--- config.mk ---
export PLATFORM = sky130hd
export DESIGN_NAME = lcdmq_ram
export DESIGN_NICKNAME = d
export VERILOG_FILES = /design/src/sv/assert_macros.svh /design/src/sv/lcdmq_ram.sv
export SDC_FILE = /design/constraint.sdc
export NUM_CORES = 2
export LEC_CHECK = 0
export BUFFER_PORTS_ARGS = -buffer_cell sky130_fd_sc_hd__buf_2
export CORE_MARGIN = 2
export CORE_UTILIZATION = 53
export DETAILED_ROUTE_END_ITERATION = 8
export HOLD_SLACK_MARGIN = 0.12
export PLACE_DENSITY = 0.68
export SLEW_MARGIN = 10
export SYNTH_ARGS = -nofsm -noshare
export SYNTH_HDL_FRONTEND = slang
export SYNTH_SLANG_ARGS = --single-unit
--- constraint.sdc ---
create_clock -name clk -period 2.7 [get_ports clk]
set_input_delay 0.135 -clock clk [delete_from_list [all_inputs] [get_ports clk]]
set_output_delay 0.135 -clock clk [all_outputs]
set_load 0.05 [all_outputs]
--- src/sv/assert_macros.svh ---
// Assertion macros shared by the RTL of the LCD marquee driver.
// Each macro expects signals named clk and rst_n in the scope where it is used.
`ifndef ASSERT_MACROS_SVH
`define ASSERT_MACROS_SVH

// A condition that must hold at every clock edge outside reset.
`define ASSERT_ALWAYS(label, cond, msg) \
  label: assert property (@(posedge clk) disable iff (!rst_n) (cond)) else $error(msg);

// An implication checked in the same cycle.
`define ASSERT_IMP(label, ante, cons, msg) \
  label: assert property (@(posedge clk) disable iff (!rst_n) (ante) |-> (cons)) \
    else $error(msg);

`endif

--- src/sv/lcdmq_ram.sv ---
// Generic simple dual-port RAM: one write port, one read port with a
// registered read. No dependencies.
`timescale 1ns / 1ps

module lcdmq_ram #(
  parameter int WIDTH = 8,
  parameter int DEPTH = 512
) (
  input  logic                     clk,
  input  logic                     we,
  input  logic [$clog2(DEPTH)-1:0] waddr,
  input  logic [WIDTH-1:0]         wdata,
  input  logic [$clog2(DEPTH)-1:0] raddr,
  output logic [WIDTH-1:0]         rdata
);

  logic [WIDTH-1:0] mem [DEPTH];

  always_ff @(posedge clk) begin
    if (we) begin
      mem[waddr] <= wdata;
    end
    rdata <= mem[raddr];
  end

endmodule

==> summary.txt <==
Final layout
  – Commonest non-fill, non-tap cell in the layout: edfxtp_1
  – Storage cell area: 123200 sq um
  – Most frequent cells in the layout: 4096 x edfxtp_1, 1026 x buf_4, 797 x mux2i_1, 654 x mux4_2, 594 x nor2_1
  – Final Cell Area: 186600 sq um
  – Fillers: 20280
  – Final core utilization: roughly 62%
  – P&R area growth vs syn: 16.68%
  – Layout Cells excl Fill: 13460
  – Final Net Count: 9191
  – Area occupied by multi-input gates: between 30000 and 40000 sq um
  – Fraction of layout cells with a size suffix above 1: 26.21%

Power and ir drop
  – Clk network pwr share: 41.6%
  – Net Sw Power: 28.39 mW
  – Internal power: 104.5 mW
  – Power density over cell area: between 700 and 800 nW/um^2
  – Combinational share of power: 5.5%
  – Switch share: about a fifth
  – Power, Total: 132.8 mW
  – Seq pwr share: 52.9%
  – P_leak: 61.58 nW
  – Maximum vdd drop: 0.6284 mV

STA
  – Hold slack: 206.3 ps
  – Final slew viol count: 0
  – Final Critical Period: 2807 ps
  – Setup ws final: -106.5 ps
  – Final setup skew: 60.76 ps
  – Worst slew pin tran: 1174 ps
  – RSZ-0062 raised after global routing: true
  – Hold Vio Cnt, Final: 0
  – Peak Freq: 356.3 MHz
  – Setup Viol. Count Final: 3
  – Slew HR: a little over a fifth
  – Crit share post-route: 103.9%
  – TNS Setup: -109.3 ps

Global routing
  – Initial antenna violation count: 19
  – Total congestion overflow: 0
  – Largest net degree at the start of global routing: about 110
  – First-pass GRT wire length: 601.7 mm
  – Number of global-route vias before repair: around 86000
  – Total GRT Usage: 26.97%

Floorplanning
  – FP Rows: 201
  – Die Y: 553.3 um
  – Die area: 306200 sq um
  – Core area: 300000 sq um
  – I/O Pins: 36
  – Horiz. Die Dim: 553.3 um
  – Initial Util: about 53%

Placement
  – Routability cong.: 0.9089
  – Port Buffers: 35
  – DP Worst Slack: -985.3 ps
  – Placed insts: 12700
  – Dpl cell area: 173300 sq um
  – HPWL after detailed placement: 267.3 mm

Yosys
  – Area leader, netlist: edfxtp_1
  – Top cells by area, synth: edfxtp_1 77%, mux4_2 9.2%, mux2i_1 5.0%
  – Syn_nets: 8058
  – Post-Synth Simple-Gate Area: 2.631%
  – Avg Cell Area, Syn: 19.92 sq um
  – Register area share after synthesis: 77.01%
  – Top-area cell type share of the netlist area: about three quarters
  – Largest family of logic cells by synthesized area: multiplexers
  – Mapped Cells: 8030
  – Yosys cell types: 51
  – Post-Synth XOR/XNOR Area: 0%
  – Synthesis Warnings: 0
  – Mapped cell area: 159900 sq um
  – Adder-cell share of the synthesized area: 0%
  – Seq cells post-synth: 4104
  – Post-synthesis compound-gate area fraction: 4.313%
  – Multiplexer area fraction after synthesis: 14.20%

CTS
  – Clock transition at the registers of the reported paths: 60 ps
  – CTS max path bufs: 4
  – H-tree levels: 5
  – CTS Buf Count: around 400
  – Clk Latency, worst-skew pair: 960 ps
  – Setup bufs post-CTS: 0
  – Root Driver: clkbuf_16
  – Clock sinks: 4104
  – CTS tree: done

Critical path
  – Crit path from: raddr[3]
  – R2r endpoint: rdata[2]
  – CP max stage cell: o21ai_0
  – CP Class: in2reg
  – Critical Path RT: 3600 ps
  – Critical Path Max Stage Delay: 770 ps
  – Reg-to-reg slack, setup: 0 ps
  – Worst path cell trace: dlygate4sd3_1 > buf_2 > and3_2 > nand2_2 > buf_12 > a21oi_1 > nor3_1 > buf_4 > nand3_1 > o21ai_0 > buf_4 > o2111a_1
  – Critical path capture point: rdata[2]
  – Worst reg2reg path depth: 8
  – CP arrival: between 3000 and 4000 ps
  – CP max FO: 10
  – Crit path launch type: input port
  – CP Buf/Inv Count: 5
  – CP dominant cell by count: buf_4
  – Worst setup EP type: register
  – Critical path depth in cells: 12
  – Crit-path leading delay family: buffers and inverters
  – Reg2reg start: mem[370][2]

Route
  – Routed Antenna Nets: 0
  – Drt wl/cell: about 31 um
  – Initial DRC count: 11580
  – Via count: 85730
  – Pre-antenna DRT Iters: 6
  – Post-route DRC: 0
  – Via-to-Cell Ratio: around 6.4
  – Post-Route WL: 416.2 mm

Run status
  – Failing checks: setup timing
  – Status: finished with violations

Hold path
  – Hold Crit Class: in2reg

Flow run
  – Max_cap viols: 0
## worst register-to-register path: cells and delay by family (launching register included)
kind / cells / cell delay, ps
mux: 1 / 60
simple gates: 2 / 630
buf+inv: 1 / 260
flops: 1 / 320
compound gates: 4 / 1390
## synth_stat cells (all sizes together)
library cell     n
a211oi          17
a22oi           61
edfxtp        4096
o31ai           13
mux2i          797
a22o             5
nor4b            1
a21oi          194
or2              5
and3             4
dfxtp            8
or3              6
o311a            1
nand3b           1
a221oi           1
a2111oi          3
o22ai          163
and2            20
o21ai          119
nor4            36
nor3           109
nor2           597
nor2b            6
o221ai         372
a211o            2
o211ai           2
nand3           36
inv              3
mux4           654
o41ai            7
a31oi            2
clkbuf         265
o22a             3
nand4           32
and3b            4
o2111a           8
buf            248
o311ai           6
nand2b           4
nor3b            8
nand2          111
## routing by layer
layer  global-route usage, %  part of all wire (%)  vias to the layer above
li1                        -                     -                    35720
met1                   38.06                    39                    44710
met2                   42.77                    48                     4580
met3                   4.793                   9.7                      721
met4                   9.362                   3.7                        6
met5                       0                 0.010                        -
## final cells by class
type | instances | share of cell area [%]
Antenna cell | 7 | 0.009387
Clock buffer | 491 | 5.643
Clock inverter | 242 | 1.318
Inverter | 3 | 0.01006
Multi-Input combinational cell | 3410 | 18.24
Sequential cell | 4104 | 66.00
Tap cell | 3958 | 2.654
Timing Repair Buffer | 1242 | 6.121
## power groups by stage
| stage | Sequential [mW] | Combinational (mW) | Clock, mW |
|---|---|---|---|
| 6_report | 70.2 | 7.30 | 55.3 |
| 5_1_grt | 70.2 | 7.60 | 58.4 |
| 4_1_cts | 70.2 | 7.25 | 55.9 |
| 3_3_place_gp | 71.6 | 7.08 | 0 |
| 3_5_place_dp | 71.6 | 7.20 | 0 |
| 2_1_floorplan | 71.6 | 3.34 | 0 |
## worst min path at each step
| stage | start | endpoint | slack (ps) | cells past startpoint |
|---|---|---|---|---|
| finish | wdata[0] | mem[133][0] | 210 | 2 |
| global route | wdata[2] | mem[387][2] | 210 | 2 |
| CTS | we | mem[57][6] | 150 | 6 |
| detailed placement | wdata[2] | mem[7][2] | 590 | 1 |
| global placement | wdata[2] | mem[6][2] | 570 | 1 |
| floorplan | wdata[0] | mem[0][0] | 230 | 0 |
## cell families (layout without fill, tap and decap cells)
| logic type | after synthesis | after routing |
|---|---|---|
| buf+inv | 516 | 1978 |
| compound gates | 979 | 979 |
| other cells | 0 | 7 |
| mux | 1451 | 1451 |
| flops | 4104 | 4104 |
| simple gates | 980 | 980 |
## flip-flops by register name (all words and copies together), names as in the netlist
name	cells
mem	4096
rdata	8
## repair_timing
action | 4_1_cts | 5_1_grt
hold buffers | 20 | 0
pin swaps | 0 | 2
hold endpoints to repair | 4074 | 0
setup endpoints to repair | 4 | 13
gates resized for setup | 5 | 7
Power figures use the tool's default switching activity.
